$ cat src/hw/rtl/assert_macros.svh
// ---------------------------------------------------------------------------
// Assertion macros used by the RTL top level.
// ---------------------------------------------------------------------------
`ifndef ASSERT_MACROS_SVH
`define ASSERT_MACROS_SVH

// Same-cycle implication, disabled while reset is asserted.
`define ASSERT_IMPL(label, ante, cons) \
    label: assert property (@(posedge clk) disable iff (!rst_n) (ante) |-> (cons)) \
        else $error("assertion failed");

// Delayed implication, disabled while reset is asserted.
`define ASSERT_LAT2(label, ante, cons) \
    label: assert property (@(posedge clk) disable iff (!rst_n) (ante) |=> ##1 (cons)) \
        else $error("assertion failed");

`endif

$ cat src/hw/rtl/ico_pkg.sv
// ---------------------------------------------------------------------------
// ico_pkg
// Types, widths and icosahedron face tables for the triangle indexer.
// ---------------------------------------------------------------------------
package ico_pkg;

    localparam int CORNER_COUNT = 12;
    localparam int EDGE_COUNT   = 30;
    localparam int FACE_COUNT   = 20;

    localparam int N_W     = 7;   // subdivision register width
    localparam int COORD_W = 7;   // lattice coordinate, holds up to the subdivision
    localparam int FACE_W  = 5;
    localparam int IDX_W   = 16;  // node indices wrap to this width
    localparam int TRI_W   = 13;  // interior node count of one face

    // Configuration register indexes.
    localparam logic REG_SUBDIVISION = 1'b0;
    localparam logic REG_FLIP        = 1'b1;

    // Corner slot names within a face.
    localparam logic [1:0] SLOT_FIRST  = 2'd0;
    localparam logic [1:0] SLOT_SECOND = 2'd1;
    localparam logic [1:0] SLOT_THIRD  = 2'd2;

    typedef struct packed {
        logic [COORD_W-1:0] i;
        logic [COORD_W-1:0] j;
    } ico_point_t;

    typedef logic [3:0] corner_id_t;
    typedef logic [4:0] edge_id_t;

    localparam corner_id_t FACE_CORNER [FACE_COUNT][3] = '{
        '{4'd0, 4'd1, 4'd2},  '{4'd0, 4'd2, 4'd3},  '{4'd0, 4'd3, 4'd4},
        '{4'd0, 4'd4, 4'd5},  '{4'd0, 4'd5, 4'd1},  '{4'd1, 4'd6, 4'd2},
        '{4'd2, 4'd6, 4'd7},  '{4'd2, 4'd7, 4'd3},  '{4'd3, 4'd7, 4'd8},
        '{4'd3, 4'd8, 4'd4},  '{4'd4, 4'd8, 4'd9},  '{4'd4, 4'd9, 4'd5},
        '{4'd5, 4'd9, 4'd10}, '{4'd5, 4'd10, 4'd1}, '{4'd1, 4'd10, 4'd6},
        '{4'd6, 4'd11, 4'd7}, '{4'd7, 4'd11, 4'd8}, '{4'd8, 4'd11, 4'd9},
        '{4'd9, 4'd11, 4'd10}, '{4'd10, 4'd11, 4'd6}
    };

    localparam edge_id_t FACE_EDGE [FACE_COUNT][3] = '{
        '{5'd0, 5'd2, 5'd1},    '{5'd2, 5'd4, 5'd3},    '{5'd4, 5'd6, 5'd5},
        '{5'd6, 5'd8, 5'd7},    '{5'd8, 5'd0, 5'd9},    '{5'd10, 5'd1, 5'd11},
        '{5'd11, 5'd13, 5'd12}, '{5'd13, 5'd3, 5'd14},  '{5'd14, 5'd16, 5'd15},
        '{5'd16, 5'd5, 5'd17},  '{5'd17, 5'd19, 5'd18}, '{5'd19, 5'd7, 5'd20},
        '{5'd20, 5'd22, 5'd21}, '{5'd22, 5'd9, 5'd23},  '{5'd23, 5'd10, 5'd24},
        '{5'd25, 5'd12, 5'd26}, '{5'd26, 5'd15, 5'd27}, '{5'd27, 5'd18, 5'd28},
        '{5'd28, 5'd21, 5'd29}, '{5'd29, 5'd24, 5'd25}
    };

    // Set where the face walks that edge backward.
    localparam logic FACE_EDGE_REV [FACE_COUNT][3] = '{
        '{1'b0, 1'b0, 1'b0}, '{1'b0, 1'b0, 1'b0}, '{1'b0, 1'b0, 1'b0},
        '{1'b0, 1'b0, 1'b0}, '{1'b0, 1'b0, 1'b1}, '{1'b0, 1'b0, 1'b1},
        '{1'b0, 1'b0, 1'b0}, '{1'b0, 1'b0, 1'b1}, '{1'b0, 1'b0, 1'b0},
        '{1'b0, 1'b0, 1'b1}, '{1'b0, 1'b0, 1'b0}, '{1'b0, 1'b0, 1'b1},
        '{1'b0, 1'b0, 1'b0}, '{1'b0, 1'b1, 1'b1}, '{1'b0, 1'b0, 1'b1},
        '{1'b0, 1'b0, 1'b1}, '{1'b0, 1'b0, 1'b1}, '{1'b0, 1'b0, 1'b1},
        '{1'b0, 1'b0, 1'b1}, '{1'b0, 1'b1, 1'b1}
    };

endpackage

$ cat src/hw/rtl/ico_node.sv
// ---------------------------------------------------------------------------
// ico_node
// Global node index of one lattice point of a face: corner, edge interior
// node or face interior node.
// ---------------------------------------------------------------------------
module ico_node
    import ico_pkg::*;
(
    input  logic [FACE_W-1:0] face,        // already limited to a legal face
    input  ico_point_t        point,
    input  logic [N_W-1:0]    subdivision,
    input  logic [IDX_W-1:0]  face_base,   // index one past this face's last interior node
    output logic [IDX_W-1:0]  node
);

    logic [N_W-1:0]     n_minus_1;
    logic [1:0]         slot;
    logic [COORD_W-1:0] k;
    edge_id_t           edge_id;
    logic               edge_rev;
    logic [11:0]        edge_prod;
    logic [COORD_W-1:0] edge_off;
    logic [IDX_W-1:0]   edge_node;
    logic [COORD_W-1:0] rows_left;
    logic [13:0]        tri_prod;
    logic [IDX_W-1:0]   inner_node;
    logic [COORD_W-1:0] right_j;

    assign n_minus_1 = subdivision - N_W'(1);
    assign rows_left = subdivision - point.i;
    assign right_j   = subdivision - point.i;

    // Pick the face edge that the point lies on, and its position k along it.
    always_comb
    begin
        if (point.i == '0)
        begin
            slot = SLOT_FIRST;
            k    = point.j;
        end
        else if (point.j == '0)
        begin
            slot = SLOT_SECOND;
            k    = point.i;
        end
        else
        begin
            slot = SLOT_THIRD;
            k    = point.i;
        end
    end

    assign edge_id   = FACE_EDGE[face][slot];
    assign edge_rev  = FACE_EDGE_REV[face][slot];
    assign edge_prod = {7'b0, edge_id} * {5'b0, n_minus_1};
    assign edge_off  = edge_rev ? (subdivision - k - COORD_W'(1)) : (k - COORD_W'(1));
    assign edge_node = IDX_W'(CORNER_COUNT) + {4'b0, edge_prod} + {9'b0, edge_off};

    // Nodes left below row i form a triangle of rows_left*(rows_left-1)/2 points.
    assign tri_prod   = {7'b0, rows_left} * {7'b0, rows_left - COORD_W'(1)};
    assign inner_node = face_base - {3'b0, tri_prod[13:1]} + {9'b0, point.j} - IDX_W'(1);

    always_comb
    begin
        if (point.i == '0 && point.j == '0)
            node = {12'b0, FACE_CORNER[face][SLOT_FIRST]};
        else if (point.i == '0 && point.j == subdivision)
            node = {12'b0, FACE_CORNER[face][SLOT_SECOND]};
        else if (point.i == '0)
            node = edge_node;
        else if (point.i == subdivision)
            node = {12'b0, FACE_CORNER[face][SLOT_THIRD]};
        else if (point.j == '0 || point.j == right_j)
            node = edge_node;
        else
            node = inner_node;
    end

endmodule

$ cat src/hw/rtl/icosphere_triangle_indexer_top.sv
// ---------------------------------------------------------------------------
// icosphere_triangle_indexer_top
// Global node indices of one small triangle on a subdivided icosahedron.
// ---------------------------------------------------------------------------
// Usage:
//   Input transaction: drive face, row, column and kind and raise start; the
//   transaction is taken at every rising edge with start high, since busy
//   stays low. One transaction may be issued in every cycle.
//   Result transaction: done rises once the input register and the result
//   register have taken the transaction, and stays high for exactly one cycle
//   with vertex_first, vertex_second, vertex_third and invalid; the result is
//   taken at the rising edge that ends that cycle. An out-of-face position, an
//   illegal face or an illegal subdivision gives invalid high and zero vertices.
//   Throughput is one triangle per cycle; the input register and the result
//   register lie around the index logic.
//   Configuration: cfg_we with cfg_index and cfg_data writes subdivision or
//   flip_winding; write only while no transaction is in flight. Derived face
//   constants are registered from the subdivision register, and a start
//   issued in the cycle after a write already sees them.
//   Reset clears all control state; subdivision returns to 1 and
//   flip_winding to 0. The receiver cannot stall the result strobe.
// ---------------------------------------------------------------------------
`include "assert_macros.svh"

module icosphere_triangle_indexer_top
    import ico_pkg::*;
#(
    parameter int MAX_SUBDIV = 64
)
(
    input  logic                clk,
    input  logic                rst_n,
    input  logic                cfg_we,
    input  logic                cfg_index,
    input  logic [N_W-1:0]      cfg_data,
    input  logic                start,
    output logic                busy,
    input  logic [FACE_W-1:0]   face,
    input  logic [5:0]          row,
    input  logic [5:0]          column,
    input  logic                kind,
    output logic                done,
    output logic [IDX_W-1:0]    vertex_first,
    output logic [IDX_W-1:0]    vertex_second,
    output logic [IDX_W-1:0]    vertex_third,
    output logic                invalid
);

    localparam logic [8:0] MAX_N = 9'(MAX_SUBDIV);

    logic [N_W-1:0]    subdivision_reg;
    logic              flip_reg;
    logic [TRI_W-1:0]  tri_reg;
    logic [TRI_W-1:0]  tri_next;
    logic [IDX_W-1:0]  base_reg;
    logic [IDX_W-1:0]  base_next;
    logic [N_W-1:0]    n_minus_1;
    logic [N_W-1:0]    n_minus_2;
    logic [13:0]       tri_prod;
    logic [11:0]       edge_span;

    logic              in_valid_reg;
    logic [FACE_W-1:0] face_reg;
    logic [5:0]        row_reg;
    logic [5:0]        column_reg;
    logic              kind_reg;

    logic              done_reg;
    logic [IDX_W-1:0]  first_reg;
    logic [IDX_W-1:0]  second_reg;
    logic [IDX_W-1:0]  third_reg;
    logic              invalid_reg;

    logic [FACE_W-1:0] face_sel;
    logic [17:0]       face_prod;
    logic [IDX_W-1:0]  face_base;
    logic [COORD_W-1:0] pos_i;
    logic [COORD_W-1:0] pos_j;
    logic              bad;
    ico_point_t        pt_a;
    ico_point_t        pt_b;
    ico_point_t        pt_c;
    logic [IDX_W-1:0]  node_a;
    logic [IDX_W-1:0]  node_b;
    logic [IDX_W-1:0]  node_c;

    assign busy = 1'b0;

    // Configuration registers.
    always_ff @(posedge clk or negedge rst_n)
    begin
        if (!rst_n)
        begin
            subdivision_reg <= N_W'(1);
            flip_reg        <= 1'b0;
        end
        else if (cfg_we)
        begin
            unique case (cfg_index)
                REG_SUBDIVISION: subdivision_reg <= cfg_data;
                REG_FLIP:        flip_reg        <= cfg_data[0];
            endcase
        end
    end

    // Per-subdivision constants: interior nodes per face, and the index one
    // past face 0's last interior node.
    assign n_minus_1 = subdivision_reg - N_W'(1);
    assign n_minus_2 = subdivision_reg - N_W'(2);
    assign tri_prod  = {7'b0, n_minus_1} * {7'b0, n_minus_2};
    assign tri_next  = tri_prod[13:1];
    assign edge_span = {5'b0, n_minus_1} * 12'(EDGE_COUNT);
    assign base_next = IDX_W'(CORNER_COUNT) + {4'b0, edge_span} + {3'b0, tri_next};

    always_ff @(posedge clk or negedge rst_n)
    begin
        if (!rst_n)
        begin
            tri_reg  <= '0;
            base_reg <= IDX_W'(CORNER_COUNT);
        end
        else
        begin
            tri_reg  <= tri_next;
            base_reg <= base_next;
        end
    end

    // Input register.
    always_ff @(posedge clk or negedge rst_n)
    begin
        if (!rst_n)
            in_valid_reg <= 1'b0;
        else
            in_valid_reg <= start && !busy;
    end

    always_ff @(posedge clk)
    begin
        if (start && !busy)
        begin
            face_reg   <= face;
            row_reg    <= row;
            column_reg <= column;
            kind_reg   <= kind;
        end
    end

    // Position check.
    assign pos_i = {1'b0, row_reg};
    assign pos_j = {1'b0, column_reg};

    always_comb
    begin
        bad = 1'b0;
        if (subdivision_reg == '0 || {2'b0, subdivision_reg} > MAX_N
            || face_reg >= FACE_W'(FACE_COUNT))
            bad = 1'b1;
        else if (pos_i >= subdivision_reg || pos_j >= (subdivision_reg - pos_i))
            bad = 1'b1;
        else if (kind_reg && pos_i == '0)
            bad = 1'b1;
    end

    assign face_sel  = (face_reg < FACE_W'(FACE_COUNT)) ? face_reg : '0;
    assign face_prod = {13'b0, face_sel} * {5'b0, tri_reg};
    assign face_base = base_reg + face_prod[IDX_W-1:0];

    // Triangle corners on the face lattice.
    always_comb
    begin
        pt_a.i = pos_i;
        pt_a.j = pos_j;
        if (!kind_reg)
        begin
            pt_b.i = pos_i;
            pt_b.j = pos_j + COORD_W'(1);
            pt_c.i = pos_i + COORD_W'(1);
            pt_c.j = pos_j;
        end
        else
        begin
            pt_b.i = pos_i - COORD_W'(1);
            pt_b.j = pos_j + COORD_W'(1);
            pt_c.i = pos_i;
            pt_c.j = pos_j + COORD_W'(1);
        end
    end

    ico_node u_node_a (
        .face        (face_sel),
        .point       (pt_a),
        .subdivision (subdivision_reg),
        .face_base   (face_base),
        .node        (node_a)
    );

    ico_node u_node_b (
        .face        (face_sel),
        .point       (pt_b),
        .subdivision (subdivision_reg),
        .face_base   (face_base),
        .node        (node_b)
    );

    ico_node u_node_c (
        .face        (face_sel),
        .point       (pt_c),
        .subdivision (subdivision_reg),
        .face_base   (face_base),
        .node        (node_c)
    );

    // Result register.
    always_ff @(posedge clk or negedge rst_n)
    begin
        if (!rst_n)
            done_reg <= 1'b0;
        else
            done_reg <= in_valid_reg;
    end

    always_ff @(posedge clk)
    begin
        if (in_valid_reg)
        begin
            invalid_reg <= bad;
            if (bad)
            begin
                first_reg  <= '0;
                second_reg <= '0;
                third_reg  <= '0;
            end
            else
            begin
                first_reg  <= node_a;
                second_reg <= flip_reg ? node_c : node_b;
                third_reg  <= flip_reg ? node_b : node_c;
            end
        end
    end

    assign done          = done_reg;
    assign vertex_first  = first_reg;
    assign vertex_second = second_reg;
    assign vertex_third  = third_reg;
    assign invalid       = invalid_reg;

    `ASSERT_LAT2(a_result_follows_start, start && !busy, done)
    `ASSERT_IMPL(a_no_spurious_result, done, $past(start && !busy, 2))
    `ASSERT_IMPL(a_invalid_zero, done && invalid,
                 vertex_first == '0 && vertex_second == '0 && vertex_third == '0)

endmodule
$ cat config.mk
export PLATFORM = sky130hd
export DESIGN_NAME = icosphere_triangle_indexer_top
export DESIGN_NICKNAME = d
export VERILOG_FILES = /design/src/hw/rtl/ico_pkg.sv /design/src/hw/rtl/ico_node.sv /design/src/hw/rtl/icosphere_triangle_indexer_top.sv
export VERILOG_INCLUDE_DIRS = /design/src /design/src/hw/rtl
export SDC_FILE = /design/constraint.sdc
export NUM_CORES = 1
export LEC_CHECK = 0
export BUFFER_PORTS_ARGS = -buffer_cell sky130_fd_sc_hd__buf_4
export CAP_MARGIN = 20
export CORE_UTILIZATION = 41
export DETAILED_ROUTE_END_ITERATION = 12
export PLACE_DENSITY = 0.64
export SLEW_MARGIN = 20
export SYNTH_ARGS = -nofsm -noshare
export SYNTH_HDL_FRONTEND = slang
export SYNTH_SLANG_ARGS = --single-unit
$ cat constraint.sdc
create_clock -name clk -period 29.2 [get_ports clk]
set_clock_uncertainty 0.1 [all_clocks]
set_input_delay 4.38 -clock clk [delete_from_list [all_inputs] [get_ports clk]]
set_output_delay 4.38 -clock clk [all_outputs]
set_load 0.02 [all_outputs]
==> results_dict.tcl, run 1 <==
set metrics [dict create \
    critPathMaxFanout 12 \
    ant_nets 0 \
    cts_setup_buffers 0 \
    yosysWarnings 0 \
    antenna_found_initial 1 \
    clk_pin_slew_ns 0.09 \
    tns_ns 0 \
    pin_count 81 \
    finalCritPeriodShare_pct 35.4 \
    grt_max_degree 38 \
    wl_mm 72.4 \
    min_from "in_valid_reg" \
    worst-r2r-setup-slack_ns 18.86 \
    crit_top_cell "ha_1" \
    rr_startpoint "row_reg[0]" \
    num_rows 90 \
    r2r-end "vertex_second[15]" \
    diodes 0 \
    max_slew.worst_pin.slew_ns 1.12 \
    final_nets 3763 \
    slew_violations 0 \
    synth_top_flop_cell "edfxtp_1" \
    ys_seq_area_share_pct 11.5 \
    grt.total_usage_pct 23.4 \
    core_area_um2 60600 \
    wl_per_cell_um 18.7 \
    synth_seq_cells 103 \
    maxCapViolCount 0 \
    crit_type "flop to flop" \
    cts_sinks 103 \
    final.fill_count 6064 \
    worst_slack_ns 18.86 \
    status "finished, final reports clean" \
    synth-edff-count 67 \
    cp_slowest_cell "edfxtp_1" \
    maxSlewHeadroom_pct 25.0 \
    holdBufCountCts 0 \
    gp_congestion 0.960 \
    period_needed_ns 10.34 \
    initial_utilization_pct 41.7 \
    grt_pass1_vias 20627 \
    synth_nets 3712 \
    cts_buffer_depth 2 \
    hold_depth 0 \
    max_stage_delay_ns 0.64 \
    async_reset_ff_share_pct 35.0 \
    layout.area.seq_um2 2920 \
    overflow 0 \
    vias 21059 \
    fmax_mhz 96.7 \
    drive_gt1_share_pct 6.44 \
    cts_root_buffer "clkbuf_16" \
    htreeDepth 3 \
    hp-class "flop to flop" \
    dieArea_um2 62600 \
    place_ws_ns 18.89 \
    cts_made_buffers 9 \
    syn_avg_cell_area_um2 8.32 \
    chipHeight_um 250 \
    multi_input_area_um2 20200 \
    ys_types 91 \
    critPathCaptureType "flop" \
    portBuffers 79 \
    cts-resized-gates 0 \
    hold_ws_ns 0.666 \
    setup_viol 0 \
    vias_per_cell 5.44 \
    synth_cells 3035 \
    clock_latency_ns 0.42 \
    critPathArrivalTime_ns 10.42 \
    dp_hpwl_mm 60.5 \
    firstDrtPassIters 6 \
    holdPathEnd "vertex_first[11]" \
    die_w_um 250 \
    dr.first_iter.drc_count 1650 \
    worst-endpoint-required_ns 29.28 \
    area_delta_synth_final_pct 7.44 \
    crit_start "row_reg[0]" \
    rsz0062_at_grt "false" \
    finalHoldViolCount 0 \
    rr_worst_depth 37 \
    grt_pass1_wl_mm 114 \
    critPathLaunchType "flop" \
    synthesis.area_um2 25300 \
    drc 0 \
    cts_tree "built" \
]
-- worst max-delay path, delay by kind of cell, from the launching register on --
family / cells / cell delay, ns
fa+ha+maj: 10 / 4.09
buf+inv: 5 / 0.48
compound gates: 11 / 2.46
flops: 1 / 0.64
mux: 1 / 0.35
simple gates: 7 / 1.12
xor+xnor: 3 / 0.83
-- synth_stat cells, types with 19 or more instances --
| cell | n | area share (%) |
|---|---|---|
| dfrtp_1 | 33 | 3.3 |
| or3_1 | 26 | 0.64 |
| or2_2 | 19 | 0.47 |
| nor2_1 | 256 | 3.8 |
| o21ai_0 | 120 | 2.4 |
| nor2b_1 | 37 | 0.92 |
| nand2_1 | 279 | 4.1 |
| xnor2_1 | 171 | 5.9 |
| a21boi_0 | 20 | 0.59 |
| fa_1 | 236 | 19 |
| xor2_1 | 78 | 2.7 |
| edfxtp_1 | 67 | 8.0 |
| ha_1 | 411 | 20 |
| clkbuf_1 | 64 | 0.95 |
| a21o_1 | 50 | 1.5 |
| nand3_1 | 52 | 1.0 |
| and2_1 | 21 | 0.52 |
| inv_1 | 466 | 6.9 |
| and3_1 | 42 | 1.0 |
| a21oi_1 | 167 | 3.3 |
| nand2b_1 | 57 | 1.4 |
| nor3_1 | 43 | 0.85 |
| o22ai_1 | 28 | 0.69 |
-- metrics by stage --
stage / area [um^2] / std cells / utilization (%)
final: 27100 / 3873 / 44.8
after global routing: 27100 / 3873 / 44.8
after CTS: 27100 / 3873 / 44.8
after detailed placement: 26800 / 3857 / 44.3
after global placement: 26800 / 3856 / 44.3
after floorplan: 25300 / 3035 / -
-- cells in the final DEF, fill, tap and decap left out, drive strengths merged, types with 42 or more instances in the layout --
master,Yosys,routed
a21o,52,52
a21oi,168,168
and3,42,42
buf,19,123
edfxtp,67,67
fa,236,236
ha,411,411
inv,467,471
nand2,279,279
nand2b,57,57
nand3,52,52
nor2,256,256
nor3,43,43
o21ai,124,124
xnor2,172,172
xor2,78,78
-- worst max-delay path by stage --
stage,end,depth (start not counted)
3_5_place_dp,vertex_third[15],37
6_report,vertex_second[15],37
3_3_place_gp,vertex_third[15],37
4_1_cts,vertex_third[15],37
2_1_floorplan,vertex_second[15],38
5_1_grt,vertex_third[15],37
-- final cells by class --
cell class                      instances  share of cell area, %
Clock buffer                            9                  0.830
Clock inverter                          7                  0.337
Inverter                              472                   6.53
Multi-Input combinational cell       2377                   74.5
Sequential cell                       103                   10.8
Tap cell                              782                   3.61
Timing Repair Buffer                  123                   3.40
-- kinds of logic after synthesis --
group / Yosys count / synth area share, %
multiplexers: 28 / 1.17
XOR/XNOR: 253 / 8.98
buffers and inverters: 555 / 8.37
adder cells (fa/ha/maj): 649 / 39.1
flip-flops: 103 / 11.5
AND/OR/NAND/NOR: 877 / 16.3
other: 1 / 0.0148
AO/OA/AOI/OAI: 569 / 14.5
-- routing by layer --
layer	up-vias	wire (um)	GRT usage, %
li1	10261	-	-
met1	10078	30700	29.7
met2	587	33900	38.6
met3	133	4510	3.94
met4	0	3340	11.0
met5	-	0	0
Power of run 1 is left out: the tool's default activity adds up to more than one toggle a clock period on the data nets, which glitch-free logic cannot reach.
==> inputs of run 2 (changes only) <==
==> constraint.sdc (replaced) <==
create_clock -name clk -period 9.9 [get_ports clk]
set_clock_uncertainty 0.1 [all_clocks]
set_input_delay 1.485 -clock clk [delete_from_list [all_inputs] [get_ports clk]]
set_output_delay 1.485 -clock clk [all_outputs]
set_load 0.02 [all_outputs]
==> results_dict.tcl, run 2 (same netlist as run 1, synthesis figures left out) <==
set metrics [dict create \
    status "finished, final reports clean" \
    max_stage_delay_ns 0.49 \
    cts_made_buffers 9 \
    gp_congestion 1.00 \
    clock_latency_ns 0.41 \
    firstDrtPassIters 6 \
    r2r-end "vertex_third[15]" \
    drc 0 \
    critPathArrivalTime_ns 9.44 \
    holdPathEnd "vertex_first[8]" \
    final.fill_count 6061 \
    num_rows 90 \
    hp-class "flop to flop" \
    grt_max_degree 38 \
    drive_gt1_share_pct 7.81 \
    grt_pass1_wl_mm 115 \
    vias 21340 \
    worst-endpoint-required_ns 9.97 \
    wl_per_cell_um 18.8 \
    finalHoldViolCount 0 \
    cpLargestDelayFamily "adder cells" \
    final_common_cell "inv_1" \
    dp_cells 3889 \
    period_needed_ns 9.37 \
    maxSlewHeadroom_pct 12.7 \
    chipHeight_um 250 \
    dp_hpwl_mm 61.5 \
    area_delta_synth_final_pct 8.64 \
    cts_tree "built" \
    die_w_um 250 \
    min_from "in_valid_reg" \
    vias_per_cell 5.46 \
    clk_pin_slew_ns 0.10 \
    wl_mm 73.5 \
    dr.first_iter.drc_count 1680 \
    critPathMaxFanout 11 \
    final_cell_mix "inv_1 (465), ha_1 (408), nand2_1 (279), nor2_1 (256), fa_1 (236)" \
    critPathLaunchType "flop" \
    cts_sinks 103 \
    setup_viol 0 \
    rr_worst_depth 36 \
    multi_input_area_um2 20300 \
    antenna_found_initial 1 \
    tns_ns 0 \
    grt.total_usage_pct 23.8 \
    layout.area.seq_um2 2920 \
    slew_violations 0 \
    portBuffers 79 \
    holdBufCountCts 0 \
    rr_startpoint "row_reg[0]" \
    rsz0062_at_grt "false" \
    finalCritPeriodShare_pct 94.6 \
    cp_slowest_cell "fa_1" \
    initial_utilization_pct 41.7 \
    core_area_um2 60600 \
    diodes 0 \
    ant_nets 0 \
    grt_pass1_vias 20816 \
    crit_type "flop to flop" \
    final_cells 3906 \
    fmax_mhz 107 \
    pin_count 81 \
    hold_depth 0 \
    max_slew.worst_pin.slew_ns 1.30 \
    maxCapViolCount 0 \
    crit_start "row_reg[0]" \
    cts_buffer_depth 2 \
    cp_num_buf_inv 5 \
    final_nets 3796 \
    critPathCaptureType "flop" \
    worst-r2r-setup-slack_ns 0.53 \
    cts_root_buffer "clkbuf_16" \
    overflow 0 \
    crit_top_cell "ha_1" \
    dieArea_um2 62600 \
    htreeDepth 3 \
]
==> run 2: area by class of cell <==
class	count	area share (%)
Multi-Input combinational cell	2377	73.9
Inverter	472	6.46
Timing Repair Buffer	156	4.28
Tap cell	782	3.57
Clock buffer	9	0.821
Clock inverter	7	0.296
Sequential cell	103	10.6
==> run 2: repair_timing <==
| action | CTS | global route |
|---|---|---|
| setup buffers | 0 | 1 |
| gates resized for setup | 0 | 13 |
| setup endpoints to repair | 0 | 12 |
==> run 2: worst max path at each step <==
| stage | to | slack, ns | depth (start not counted) |
|---|---|---|---|
| after floorplan | vertex_second[15] | 0.27 | 38 |
| after global placement | vertex_third[15] | 0.19 | 37 |
| after detailed placement | vertex_second[14] | 0.08 | 37 |
| after CTS | vertex_second[14] | 0.02 | 37 |
| after global routing | vertex_second[15] | 0.01 | 36 |
| final | vertex_third[15] | 0.53 | 36 |
==> run 2: metrics by stage <==
stage          hold slack [ns]  cell area (um^2)  setup WS [ns]  utilization (%)
3_3_place_gp             0.680             27100          0.188             44.7
5_1_grt                  0.727             27400         0.0113             45.3
2_1_floorplan            0.502             25300          0.274                -
4_1_cts                  0.714             27400         0.0240             45.2
3_5_place_dp             0.694             27100         0.0782             44.7
6_report                 0.709             27400          0.531             45.3
==> run 2: metal layers <==
layer,vias to the layer above,wire length (um),share of wire [%],track usage [%]
met5,-,0,0,0
met1,10311,31800,43,31.4
met4,0,2790,3.8,9.03
li1,10310,-,-,-
met3,108,4350,5.9,3.23
met2,611,34600,47,39.5
Power of run 2 is left out for the same reason.
